File: config.mk
export PLATFORM = sky130hd
export DESIGN_NAME = servo_target_shaper_top
export DESIGN_NICKNAME = d
export VERILOG_FILES = /design/src/rtl/sts_pkg.sv /design/src/rtl/sts_cfg_regs.sv /design/src/rtl/sts_sequencer.sv /design/src/rtl/sts_datapath.sv /design/src/rtl/servo_target_shaper_top.sv
export SDC_FILE = /design/constraint.sdc
export NUM_CORES = 2
export LEC_CHECK = 0
export ABC_AREA = 1
export BUFFER_PORTS_ARGS = -buffer_cell sky130_fd_sc_hd__buf_2
export CAP_MARGIN = 20
export CORE_MARGIN = 1
export CORE_UTILIZATION = 50
export DETAILED_ROUTE_END_ITERATION = 8
export GPL_ROUTABILITY_DRIVEN = 0
export GPL_TIMING_DRIVEN = 0
export PLACE_DENSITY = 0.66
export SLEW_MARGIN = 25
export SYNTH_ARGS = -nofsm -noshare
export SYNTH_HDL_FRONTEND = slang
export SYNTH_SLANG_ARGS = --single-unit
File: constraint.sdc
create_clock -name clk -period 10.3 [get_ports clk]
set_input_delay 0.515 -clock clk [delete_from_list [all_inputs] [get_ports clk]]
set_output_delay 0.515 -clock clk [all_outputs]
set_load 0.03 [all_outputs]
File: src/rtl/sts_pkg.sv
// ----------------------------------------------------------------------------
// Servo target shaper package
// Shared types, constants, the microprogram and fixed-point helpers.
// ----------------------------------------------------------------------------
package sts_pkg;

	localparam int MAX_JOINTS = 8;
	localparam int JOINT_W = (MAX_JOINTS > 1) ? $clog2(MAX_JOINTS) : 1;
	localparam int PC_W = 4;

	// Angle to Q8.24 turns reciprocals, applied with a shift of 28.
	localparam logic [29:0] DEG_TURN_K = 30'd11930465;
	localparam logic [29:0] RAD_TURN_K = 30'd683565276;
	localparam logic [16:0] ALPHA_ONE = 17'd65536;

	localparam logic signed [65:0] I32_MAX_66 = 66'sd2147483647;
	localparam logic signed [65:0] I32_MIN_66 = -66'sd2147483648;
	localparam logic signed [65:0] RND_HALF_28 = 66'sd134217728;
	localparam logic signed [65:0] RND_HALF_16 = 66'sd32768;

	typedef enum logic [2:0] {
		REG_MODE_FLAGS      = 3'd0,
		REG_MAX_STEP        = 3'd1,
		REG_FILTER_ALPHA    = 3'd2,
		REG_TICK_RATE       = 3'd3,
		REG_MAX_VELOCITY    = 3'd4,
		REG_MAX_LAG         = 3'd5,
		REG_LAG_ABORT_COUNT = 3'd6
	} cfg_reg_t;

	typedef struct packed {
		logic [2:0]  mode_flags;
		logic [30:0] max_step;
		logic [16:0] filter_alpha;
		logic [15:0] tick_rate;
		logic [30:0] max_velocity;
		logic [30:0] max_lag;
		logic [15:0] lag_abort_count;
	} cfg_t;

	typedef enum logic [3:0] {
		OP_SEED,
		OP_CONV_MUL,
		OP_CONV_RND,
		OP_DELTA,
		OP_CLAMP,
		OP_FILT_DIFF,
		OP_FILT_MUL,
		OP_FILT_RND,
		OP_FILT_ADD,
		OP_POS_T,
		OP_VEL_DIFF,
		OP_VEL_MUL,
		OP_VEL_CLAMP,
		OP_VEL_DEF,
		OP_LAG_DIFF,
		OP_FINISH
	} op_t;

	typedef enum logic [1:0] {
		JMP_NONE,
		JMP_ALWAYS,
		JMP_ALPHA_ONE,
		JMP_NO_FF
	} jump_t;

	typedef enum logic {
		SEQ_IDLE,
		SEQ_RUN
	} seq_state_t;

	typedef struct packed {
		op_t             op;
		jump_t           jump;
		logic [PC_W-1:0] target;
		logic            fin;
	} uword_t;

	typedef struct packed {
		logic load;
		logic exec;
		logic fin;
		op_t  op;
	} dp_ctrl_t;

	typedef struct packed {
		logic alpha_one;
		logic ff_en;
	} dp_status_t;

	typedef struct packed {
		logic [31:0] position_command;
		logic [31:0] velocity_command;
		logic        step_clamped;
		logic        lag_flag;
		logic        abort_request;
		logic        last_of_tick;
	} result_t;

	// Microprogram entry points and jump targets.
	localparam logic [PC_W-1:0] PC_SEED    = 4'd0;
	localparam logic [PC_W-1:0] PC_SHAPE   = 4'd1;
	localparam logic [PC_W-1:0] PC_POS_T   = 4'd9;
	localparam logic [PC_W-1:0] PC_VEL     = 4'd10;
	localparam logic [PC_W-1:0] PC_VEL_DEF = 4'd13;
	localparam logic [PC_W-1:0] PC_LAG     = 4'd14;

	function automatic uword_t ucode(input logic [PC_W-1:0] pc);
		uword_t w;
		w = '{op: OP_FINISH, jump: JMP_NONE, target: PC_SEED, fin: 1'b1};
		case (pc)
			4'd0:  w = '{op: OP_SEED,      jump: JMP_NONE,      target: PC_SEED,    fin: 1'b1};
			4'd1:  w = '{op: OP_CONV_MUL,  jump: JMP_NONE,      target: PC_SEED,    fin: 1'b0};
			4'd2:  w = '{op: OP_CONV_RND,  jump: JMP_NONE,      target: PC_SEED,    fin: 1'b0};
			4'd3:  w = '{op: OP_DELTA,     jump: JMP_NONE,      target: PC_SEED,    fin: 1'b0};
			4'd4:  w = '{op: OP_CLAMP,     jump: JMP_NONE,      target: PC_SEED,    fin: 1'b0};
			4'd5:  w = '{op: OP_FILT_DIFF, jump: JMP_ALPHA_ONE, target: PC_POS_T,   fin: 1'b0};
			4'd6:  w = '{op: OP_FILT_MUL,  jump: JMP_NONE,      target: PC_SEED,    fin: 1'b0};
			4'd7:  w = '{op: OP_FILT_RND,  jump: JMP_NONE,      target: PC_SEED,    fin: 1'b0};
			4'd8:  w = '{op: OP_FILT_ADD,  jump: JMP_ALWAYS,    target: PC_VEL,     fin: 1'b0};
			4'd9:  w = '{op: OP_POS_T,     jump: JMP_NONE,      target: PC_SEED,    fin: 1'b0};
			4'd10: w = '{op: OP_VEL_DIFF,  jump: JMP_NO_FF,     target: PC_VEL_DEF, fin: 1'b0};
			4'd11: w = '{op: OP_VEL_MUL,   jump: JMP_NONE,      target: PC_SEED,    fin: 1'b0};
			4'd12: w = '{op: OP_VEL_CLAMP, jump: JMP_ALWAYS,    target: PC_LAG,     fin: 1'b0};
			4'd13: w = '{op: OP_VEL_DEF,   jump: JMP_NONE,      target: PC_SEED,    fin: 1'b0};
			4'd14: w = '{op: OP_LAG_DIFF,  jump: JMP_NONE,      target: PC_SEED,    fin: 1'b0};
			4'd15: w = '{op: OP_FINISH,    jump: JMP_NONE,      target: PC_SEED,    fin: 1'b1};
			default: w = '{op: OP_FINISH,  jump: JMP_NONE,      target: PC_SEED,    fin: 1'b1};
		endcase
		return w;
	endfunction

	function automatic logic signed [31:0] sat32(input logic signed [65:0] v);
		logic signed [31:0] r;
		if (v > I32_MAX_66) begin
			r = 32'sh7FFFFFFF;
		end else if (v < I32_MIN_66) begin
			r = 32'sh80000000;
		end else begin
			r = v[31:0];
		end
		return r;
	endfunction

	// Joint index folded into the table range by repeated subtraction.
	function automatic logic [JOINT_W-1:0] joint_slot(input logic [2:0] idx);
		logic [4:0] v;
		v = {2'b00, idx};
		for (int i = 0; i < 8; i++) begin
			if (v >= 5'(MAX_JOINTS)) begin
				v = v - 5'(MAX_JOINTS);
			end
		end
		return v[JOINT_W-1:0];
	endfunction

endpackage

File: src/rtl/sts_cfg_regs.sv
// ----------------------------------------------------------------------------
// Servo target shaper configuration registers
// Write-only register file loaded from the configuration channel.
// ----------------------------------------------------------------------------
module sts_cfg_regs (
	input  logic         clk,
	input  logic         arst_n,
	input  logic         cfg_valid,
	output logic         cfg_ready,
	input  logic [2:0]   cfg_index,
	input  logic [31:0]  cfg_data,
	output sts_pkg::cfg_t cfg
);
	import sts_pkg::*;

	cfg_t cfg_q;

	assign cfg_ready = 1'b1;
	assign cfg = cfg_q;

	always_ff @(posedge clk or negedge arst_n) begin
		if (!arst_n) begin
			cfg_q.mode_flags      <= 3'd1;
			cfg_q.max_step        <= 31'd134936;
			cfg_q.filter_alpha    <= 17'd65536;
			cfg_q.tick_rate       <= 16'd100;
			cfg_q.max_velocity    <= 31'd2670177;
			cfg_q.max_lag         <= 31'd0;
			cfg_q.lag_abort_count <= 16'd0;
		end else if (cfg_valid && cfg_ready) begin
			case (cfg_reg_t'(cfg_index))
				REG_MODE_FLAGS:      cfg_q.mode_flags      <= cfg_data[2:0];
				REG_MAX_STEP:        cfg_q.max_step        <= cfg_data[30:0];
				REG_FILTER_ALPHA:    cfg_q.filter_alpha    <= cfg_data[16:0];
				REG_TICK_RATE:       cfg_q.tick_rate       <= cfg_data[15:0];
				REG_MAX_VELOCITY:    cfg_q.max_velocity    <= cfg_data[30:0];
				REG_MAX_LAG:         cfg_q.max_lag         <= cfg_data[30:0];
				REG_LAG_ABORT_COUNT: cfg_q.lag_abort_count <= cfg_data[15:0];
				default: ;
			endcase
		end
	end

endmodule

File: src/rtl/sts_sequencer.sv
// ----------------------------------------------------------------------------
// Servo target shaper sequencer
// Step counter over the control store, with conditional jumps.
// ----------------------------------------------------------------------------
module sts_sequencer (
	input  logic                clk,
	input  logic                arst_n,
	input  logic                in_valid,
	output logic                in_ready,
	input  logic                cmd_shape,
	input  logic                out_free,
	input  sts_pkg::dp_status_t status,
	output sts_pkg::dp_ctrl_t   ctrl
);
	import sts_pkg::*;

	seq_state_t      state_q, state_n;
	logic [PC_W-1:0] pc_q, pc_n;
	uword_t          uw;
	logic            load, exec, taken;

	assign uw = ucode(pc_q);
	assign in_ready = (state_q == SEQ_IDLE);
	assign load = in_valid && in_ready;
	// The last step waits until the output register can take the result.
	assign exec = (state_q == SEQ_RUN) && !(uw.fin && !out_free);
	assign ctrl = '{load: load, exec: exec, fin: uw.fin, op: uw.op};

	always_ff @(posedge clk or negedge arst_n) begin
		if (!arst_n) begin
			state_q <= SEQ_IDLE;
			pc_q    <= PC_SEED;
		end else begin
			state_q <= state_n;
			pc_q    <= pc_n;
		end
	end

	always_comb begin
		case (uw.jump)
			JMP_NONE:      taken = 1'b0;
			JMP_ALWAYS:    taken = 1'b1;
			JMP_ALPHA_ONE: taken = status.alpha_one;
			JMP_NO_FF:     taken = !status.ff_en;
			default:       taken = 1'b0;
		endcase

		state_n = state_q;
		pc_n = pc_q;
		case (state_q)
			SEQ_IDLE: begin
				if (load) begin
					state_n = SEQ_RUN;
					pc_n = cmd_shape ? PC_SHAPE : PC_SEED;
				end
			end
			SEQ_RUN: begin
				if (exec) begin
					if (uw.fin) begin
						state_n = SEQ_IDLE;
					end else if (taken) begin
						pc_n = uw.target;
					end else begin
						pc_n = pc_q + 4'd1;
					end
				end
			end
			default: state_n = SEQ_IDLE;
		endcase
	end

endmodule

File: src/rtl/sts_datapath.sv
// ----------------------------------------------------------------------------
// Servo target shaper datapath
// Shared multiplier, rounder and subtractor, joint state tables and tick flags.
// ----------------------------------------------------------------------------
module sts_datapath (
	input  logic                clk,
	input  logic                arst_n,
	input  sts_pkg::dp_ctrl_t   ctrl,
	input  sts_pkg::cfg_t       cfg,
	input  logic [2:0]          joint_index,
	input  logic                last_joint,
	input  logic [31:0]         target_angle,
	input  logic [31:0]         feedback_position,
	input  logic                feedback_valid,
	output sts_pkg::dp_status_t status,
	output sts_pkg::result_t    result
);
	import sts_pkg::*;

	logic [31:0] prev_mem [MAX_JOINTS];
	logic [31:0] filt_mem [MAX_JOINTS];

	logic [JOINT_W-1:0] j_q;
	logic               last_q, fbv_q;
	logic signed [31:0] angle_q, fb_q;
	logic signed [31:0] prev_q, filt_q, t_q, pos_q, vel_q;
	logic signed [32:0] d_q;
	logic signed [65:0] p_q;
	logic               clamp_seen_q, lag_seen_q;
	logic [15:0]        streak_q;

	logic [29:0]        conv_k;
	logic signed [32:0] mul_a, mul_b;
	logic signed [65:0] product;
	logic signed [65:0] rnd_half, rnd_sum, rnd28, rnd16;
	logic signed [31:0] sub_a, sub_b;
	logic signed [32:0] sub_res;
	logic signed [33:0] d34, step34, prev34, clamp_sum, ml34;
	logic               clamp_hi, clamp_lo;
	logic signed [65:0] vmax66;
	logic signed [31:0] vmax32;
	logic               lag_now, lag_next, abort_hit;
	logic [15:0]        streak_inc;

	assign status.alpha_one = (cfg.filter_alpha >= ALPHA_ONE);
	assign status.ff_en = cfg.mode_flags[2];

	assign conv_k = cfg.mode_flags[0] ? RAD_TURN_K : DEG_TURN_K;

	always_comb begin
		mul_a = d_q;
		mul_b = 33'sd0;
		case (ctrl.op)
			OP_CONV_MUL: begin
				mul_a = {angle_q[31], angle_q};
				mul_b = $signed({3'b000, conv_k});
			end
			OP_FILT_MUL: mul_b = $signed({16'd0, cfg.filter_alpha});
			OP_VEL_MUL:  mul_b = $signed({17'd0, cfg.tick_rate});
			default: ;
		endcase
	end

	assign product = mul_a * mul_b;

	// Round half away from zero: a negative value takes one less before the shift.
	assign rnd_half = (ctrl.op == OP_CONV_RND) ? RND_HALF_28 : RND_HALF_16;
	assign rnd_sum = p_q + rnd_half - $signed({65'd0, p_q[65]});
	assign rnd28 = rnd_sum >>> 28;
	assign rnd16 = rnd_sum >>> 16;

	always_comb begin
		sub_a = t_q;
		sub_b = prev_q;
		case (ctrl.op)
			OP_FILT_DIFF: begin
				sub_a = t_q;
				sub_b = filt_q;
			end
			OP_VEL_DIFF: begin
				sub_a = pos_q;
				sub_b = filt_q;
			end
			OP_LAG_DIFF: begin
				sub_a = fb_q;
				sub_b = pos_q;
			end
			default: ;
		endcase
	end

	assign sub_res = $signed({sub_a[31], sub_a}) - $signed({sub_b[31], sub_b});

	assign d34 = {d_q[32], d_q};
	assign step34 = $signed({3'b000, cfg.max_step});
	assign prev34 = {{2{prev_q[31]}}, prev_q};
	assign clamp_hi = d34 > step34;
	assign clamp_lo = d34 < -step34;
	assign clamp_sum = clamp_hi ? (prev34 + step34) : (prev34 - step34);

	assign vmax66 = $signed({35'd0, cfg.max_velocity});
	assign vmax32 = $signed({1'b0, cfg.max_velocity});

	assign ml34 = $signed({3'b000, cfg.max_lag});
	assign lag_now = (cfg.max_lag != 31'd0) && fbv_q && ((d34 > ml34) || (d34 < -ml34));
	assign lag_next = lag_seen_q || lag_now;

	always_comb begin
		if (!lag_next) begin
			streak_inc = 16'd0;
		end else if (streak_q == 16'hFFFF) begin
			streak_inc = streak_q;
		end else begin
			streak_inc = streak_q + 16'd1;
		end
	end

	assign abort_hit = (cfg.lag_abort_count != 16'd0) && (streak_inc >= cfg.lag_abort_count);

	always_comb begin
		if (ctrl.op == OP_SEED) begin
			result = '{position_command: fb_q, velocity_command: 32'd0, step_clamped: 1'b0,
				lag_flag: 1'b0, abort_request: 1'b0, last_of_tick: last_q};
		end else begin
			result = '{position_command: pos_q, velocity_command: vel_q,
				step_clamped: clamp_seen_q, lag_flag: lag_next,
				abort_request: last_q && abort_hit, last_of_tick: last_q};
		end
	end

	// Input capture and working registers.
	always_ff @(posedge clk) begin
		if (ctrl.load) begin
			j_q     <= joint_slot(joint_index);
			last_q  <= last_joint;
			angle_q <= $signed(target_angle);
			fb_q    <= $signed(feedback_position);
			fbv_q   <= feedback_valid;
		end
		if (ctrl.exec) begin
			case (ctrl.op)
				OP_CONV_MUL: begin
					p_q    <= product;
					prev_q <= $signed(prev_mem[j_q]);
					filt_q <= $signed(filt_mem[j_q]);
				end
				OP_CONV_RND: t_q <= sat32(rnd28);
				OP_DELTA:    d_q <= sub_res;
				OP_CLAMP: begin
					if (clamp_hi || clamp_lo) begin
						t_q <= sat32({{32{clamp_sum[33]}}, clamp_sum});
					end
				end
				OP_FILT_DIFF: d_q <= sub_res;
				OP_FILT_MUL:  p_q <= product;
				OP_FILT_RND:  d_q <= rnd16[32:0];
				OP_FILT_ADD:  pos_q <= filt_q + d_q[31:0];
				OP_POS_T:     pos_q <= t_q;
				OP_VEL_DIFF:  d_q <= sub_res;
				OP_VEL_MUL:   p_q <= product;
				OP_VEL_CLAMP: begin
					if (p_q > vmax66) begin
						vel_q <= vmax32;
					end else if (p_q < -vmax66) begin
						vel_q <= -vmax32;
					end else begin
						vel_q <= p_q[31:0];
					end
				end
				OP_VEL_DEF:  vel_q <= cfg.mode_flags[1] ? 32'sd0 : vmax32;
				OP_LAG_DIFF: d_q <= sub_res;
				default: ;
			endcase
		end
	end

	always_ff @(posedge clk) begin
		if (ctrl.exec) begin
			if (ctrl.op == OP_SEED) begin
				prev_mem[j_q] <= fb_q;
				filt_mem[j_q] <= fb_q;
			end else if (ctrl.op == OP_FINISH) begin
				prev_mem[j_q] <= t_q;
				filt_mem[j_q] <= pos_q;
			end
		end
	end

	// Tick flags and the lag streak.
	always_ff @(posedge clk or negedge arst_n) begin
		if (!arst_n) begin
			clamp_seen_q <= 1'b0;
			lag_seen_q   <= 1'b0;
			streak_q     <= 16'd0;
		end else if (ctrl.exec) begin
			case (ctrl.op)
				OP_SEED: begin
					clamp_seen_q <= 1'b0;
					lag_seen_q   <= 1'b0;
					streak_q     <= 16'd0;
				end
				OP_CLAMP: begin
					if (clamp_hi || clamp_lo) begin
						clamp_seen_q <= 1'b1;
					end
				end
				OP_FINISH: begin
					if (last_q) begin
						clamp_seen_q <= 1'b0;
						lag_seen_q   <= 1'b0;
						streak_q     <= abort_hit ? 16'd0 : streak_inc;
					end else begin
						lag_seen_q <= lag_next;
					end
				end
				default: ;
			endcase
		end
	end

endmodule

File: src/rtl/servo_target_shaper_top.sv
// ----------------------------------------------------------------------------
// Servo target shaper
// Slew limit, first-order low-pass, velocity and lag check for one joint item.
// ----------------------------------------------------------------------------
// A seed item takes 1 step, a shape item 10 to 13 steps of the microprogram,
// which share one multiplier and rounder. A new item is taken only in idle,
// after the last step of the one before; the next item is accepted while the
// result waits in the output register.
// Reset clears the sequencer, tick flags and lag streak and loads the configuration defaults;
// the joint tables hold no reset value and must be seeded before shaping.
module servo_target_shaper_top (
	input  logic        clk,
	input  logic        arst_n,
	input  logic        s_axis_tvalid,
	output logic        s_axis_tready,
	// joint_index[2:0], target_angle[34:3], feedback_position[66:35],
	// feedback_valid[67], zero[71:68]
	input  logic [71:0] s_axis_tdata,
	// command[0]
	input  logic        s_axis_tuser,
	input  logic        s_axis_tlast,
	output logic        m_axis_tvalid,
	input  logic        m_axis_tready,
	// position_command[31:0], velocity_command[63:32], step_clamped[64],
	// lag_flag[65], abort_request[66], zero[71:67]
	output logic [71:0] m_axis_tdata,
	output logic        m_axis_tlast,
	input  logic        cfg_valid,
	output logic        cfg_ready,
	input  logic [2:0]  cfg_index,
	input  logic [31:0] cfg_data
);
	import sts_pkg::*;

	cfg_t       cfg;
	dp_ctrl_t   ctrl;
	dp_status_t status;
	result_t    result;
	result_t    res_q;
	logic       out_valid_q;
	logic       out_free;

	assign out_free = !out_valid_q || m_axis_tready;

	sts_cfg_regs u_cfg (
		.clk       (clk),
		.arst_n    (arst_n),
		.cfg_valid (cfg_valid),
		.cfg_ready (cfg_ready),
		.cfg_index (cfg_index),
		.cfg_data  (cfg_data),
		.cfg       (cfg)
	);

	sts_sequencer u_seq (
		.clk       (clk),
		.arst_n    (arst_n),
		.in_valid  (s_axis_tvalid),
		.in_ready  (s_axis_tready),
		.cmd_shape (s_axis_tuser),
		.out_free  (out_free),
		.status    (status),
		.ctrl      (ctrl)
	);

	sts_datapath u_dp (
		.clk               (clk),
		.arst_n            (arst_n),
		.ctrl              (ctrl),
		.cfg               (cfg),
		.joint_index       (s_axis_tdata[2:0]),
		.last_joint        (s_axis_tlast),
		.target_angle      (s_axis_tdata[34:3]),
		.feedback_position (s_axis_tdata[66:35]),
		.feedback_valid    (s_axis_tdata[67]),
		.status            (status),
		.result            (result)
	);

	always_ff @(posedge clk or negedge arst_n) begin
		if (!arst_n) begin
			out_valid_q <= 1'b0;
		end else if (ctrl.exec && ctrl.fin) begin
			out_valid_q <= 1'b1;
		end else if (m_axis_tready) begin
			out_valid_q <= 1'b0;
		end
	end

	always_ff @(posedge clk) begin
		if (ctrl.exec && ctrl.fin) begin
			res_q <= result;
		end
	end

	assign m_axis_tvalid = out_valid_q;
	assign m_axis_tlast = res_q.last_of_tick;
	assign m_axis_tdata = {5'd0, res_q.abort_request, res_q.lag_flag, res_q.step_clamped,
		res_q.velocity_command, res_q.position_command};

endmodule
==> results.ini <==
[timing]
fin_crit_sh_pct = 98.9
worst_slack_ps = 113
maxSlewHeadroom_pct = 14.7
clock_skew_ps = 85.7
rsz0062_at_grt = true
drv_slew = 0
period_needed_ps = 10190
worst_pin_slew_ps = 1260
fin_tns_setup_ps = 0
final-hold-violation-count = 0
finalSetupViolations = 0
fmax_mhz = 98.2

[global_route]
grt_overflow = 0
grt_pass1_wl_um = 460000
grt_max_degree = 94
antenna_found_initial = 15
grt_pass1_vias = 74053
track_usage_pct = 33.4

[logic_synthesis]
yosysTopAreaCell = edfxtp_1
synthCells = 10545
synth-main-ff-cell = edfxtp_1
synthTopCellsByArea = edfxtp_1, fa_1, nand2_1, inv_1, ha_1
synthTopCellsByCount = nand2_1, inv_1, edfxtp_1
async_flop_share_pct = 15.7
synth-edff-count = 906
netlist.area_leader.share_pct = 29.5
avgSynthCellArea_um2 = 8.74
syn_area_mm2 = 0.0921
yosysWarnings = 0
synth.distinct_cells = 70
yosysMostFrequentCell = nand2_1
synth_seq_area_share_pct = 34.1
yosys_register_bits = 1075

[clocking]
cts-htree-levels = 3
clockBufferDepth = 3
cts_root_buffer = clkbuf_16
cts_sinks = 1075
cts_inserted_buffers = 112
clk_pin_slew_ps = 60
cts_tree = yes
insertion_delay_ps = 850

[die]
die-area_mm2 = 0.186
coreArea_mm2 = 0.183
num_rows = 157
die_x_um = 431
dieHeight_um = 431
floorplan.initialDensity_pct = 50.3
io_pins = 190

[drt]
wire_per_inst_um = 22.9
ant_nets = 0
drtIter0Drc = 9924
vias = 76646
drc = 0
first_pass_iters = 7
viasPerCell = 5.63
wirelength_um = 311000

[hold_path]
hp-start = s_axis_tuser
hold_class = input pin to flip-flop

[setup_path]
crit_type = flip-flop to flip-flop
crit_start = u_seq.pc_q[1]
timing.critical_path.slowest_cell_delay_ps = 680
cp_slowest_cell = clkbuf_1
critPathLaunchType = flip-flop
crit_path_end_kind = flip-flop
cp.arrival_ps = 10720
required_ps = 10840
timing.rr.start = u_seq.pc_q[1]
path_buf_inv = 10
crit_path_max_fanout = 10
cp_top_family = adder cells

[layout]
fin_nets = 12637
final_util_pct = 55.9
stdcell_area_mm2 = 0.102
n_fill_cell = 16453
syn_to_final_growth_pct = 11.0
drive_above_1_share_pct = 7.05

[place]
place_area_mm2 = 0.0975
place_ws_ps = -1300
port_buffers = 178
dpl.hpwl_um = 256000

[flow_run]
cap_viol_max_count = 0

[status]
status = finished clean

kinds of logic (layout without fill, tap and decap cells):
logic type / Yosys count / in the layout / share of synthesized area (%)
and+or+nand+nor: 3692 / 3692 / 16.3
buffers and inverters: 2568 / 3142 / 10.6
adders and majority gates: 1498 / 1498 / 27.3
AOI/OAI and AO/OA: 1471 / 1471 / 9.32
DFF: 1075 / 1075 / 34.1
xor gates and xnor gates: 239 / 239 / 2.27
other: 2 / 26 / 0.00815
metal layers:
metal	vias up	wire, um	GRT usage, %
li1	34554	-	-
met5	-	108	0
met1	37077	122000	45.4
met4	14	22000	19.5
met2	4226	130000	48.7
met3	775	37000	8.07
worst paths after layout:
path | end | slack (ps) | cells past startpoint
max in group asynchronous | u_cfg.cfg[142] | 9040 | 3
max | u_dp.p_q[41] | 110 | 33
max reg2reg | u_dp.p_q[41] | 110 | 33
min | u_seq.pc_q[0] | 30 | 3
min in group asynchronous | u_dp.streak_q[14] | 300 | 2
min reg2reg | u_dp.filt_q[10] | 480 | 2
registers in the layout (all words and copies together), names as in the netlist, 33 cells and up:
| signal | flops |
|---|---|
| u_cfg.cfg | 145 |
| m_axis_tdata | 67 |
| u_dp.p_q | 64 |
| u_dp.prev_mem | 256 |
| u_dp.d_q | 33 |
| u_dp.filt_mem | 256 |
placed cells by master, fill, tap and decap left out, types with 15 or more instances in the layout:
master	instances
nand2_1	2422
inv_1	2205
edfxtp_1	906
fa_1	854
ha_1	641
nor2_1	626
o21ai_0	508
a21oi_1	447
nand3_1	267
buf_2	265
clkbuf_1	204
xor2_1	188
dfrtp_1	146
a22oi_1	133
nand4_1	130
clkbuf_16	113
nor3_1	88
o21ai_1	75
dlygate4sd3_1	71
a221oi_1	61
inv_2	58
buf_4	52
xnor2_1	51
a22o_1	45
clkbuf_2	40
o21bai_1	40
a31oi_1	36
clkinv_1	29
a21o_1	27
nor4_1	26
nor2_4	23
or2_2	23
dfstp_2	23
nor2_2	22
o21a_1	22
diode_2	20
nor3_2	16
buf_16	16
clkinv_2	15
layout make-up:
class,count,area [um^2],area share [%]
diodes,20,50.0,0.0489
plain buffers,291,1300,1.27
clock buffers,146,2990,2.92
clock inverters,66,688,0.673
inverters,2277,8570,8.38
multi-input cells,6906,51300,50.2
flip-flops and latches,1075,31500,30.8
well taps,2464,3080,3.01
repair buffers,362,2830,2.77
metrics by stage:
stage,cells,hold WS (ps)
after global routing,13588,48.8
after floorplan,10549,219
final,13607,34.8
after CTS,13581,7.82
after detailed placement,13298,472
after global placement,13191,468
tightest hold or removal path, delay by kind of cell:
| family | cells | cell delay [ps] |
|---|---|---|
| buffers and inverters | 1 | 100 |
| AND/OR/NAND/NOR | 1 | 70 |
| AO/OA/AOI/OAI | 1 | 80 |
repair_timing:
item / in CTS / in global routing
hold buffers: 71 / 0
resized for setup: 51 / 84
buffers inserted: 0 / 6
endpoints found under the hold margin: 139 / 0
setup endpoints to repair: 46 / 34
pin swaps: 0 / 3
Power is not shown: default switching activity piles up to over one toggle a cycle in this logic, so the estimate is an artifact.
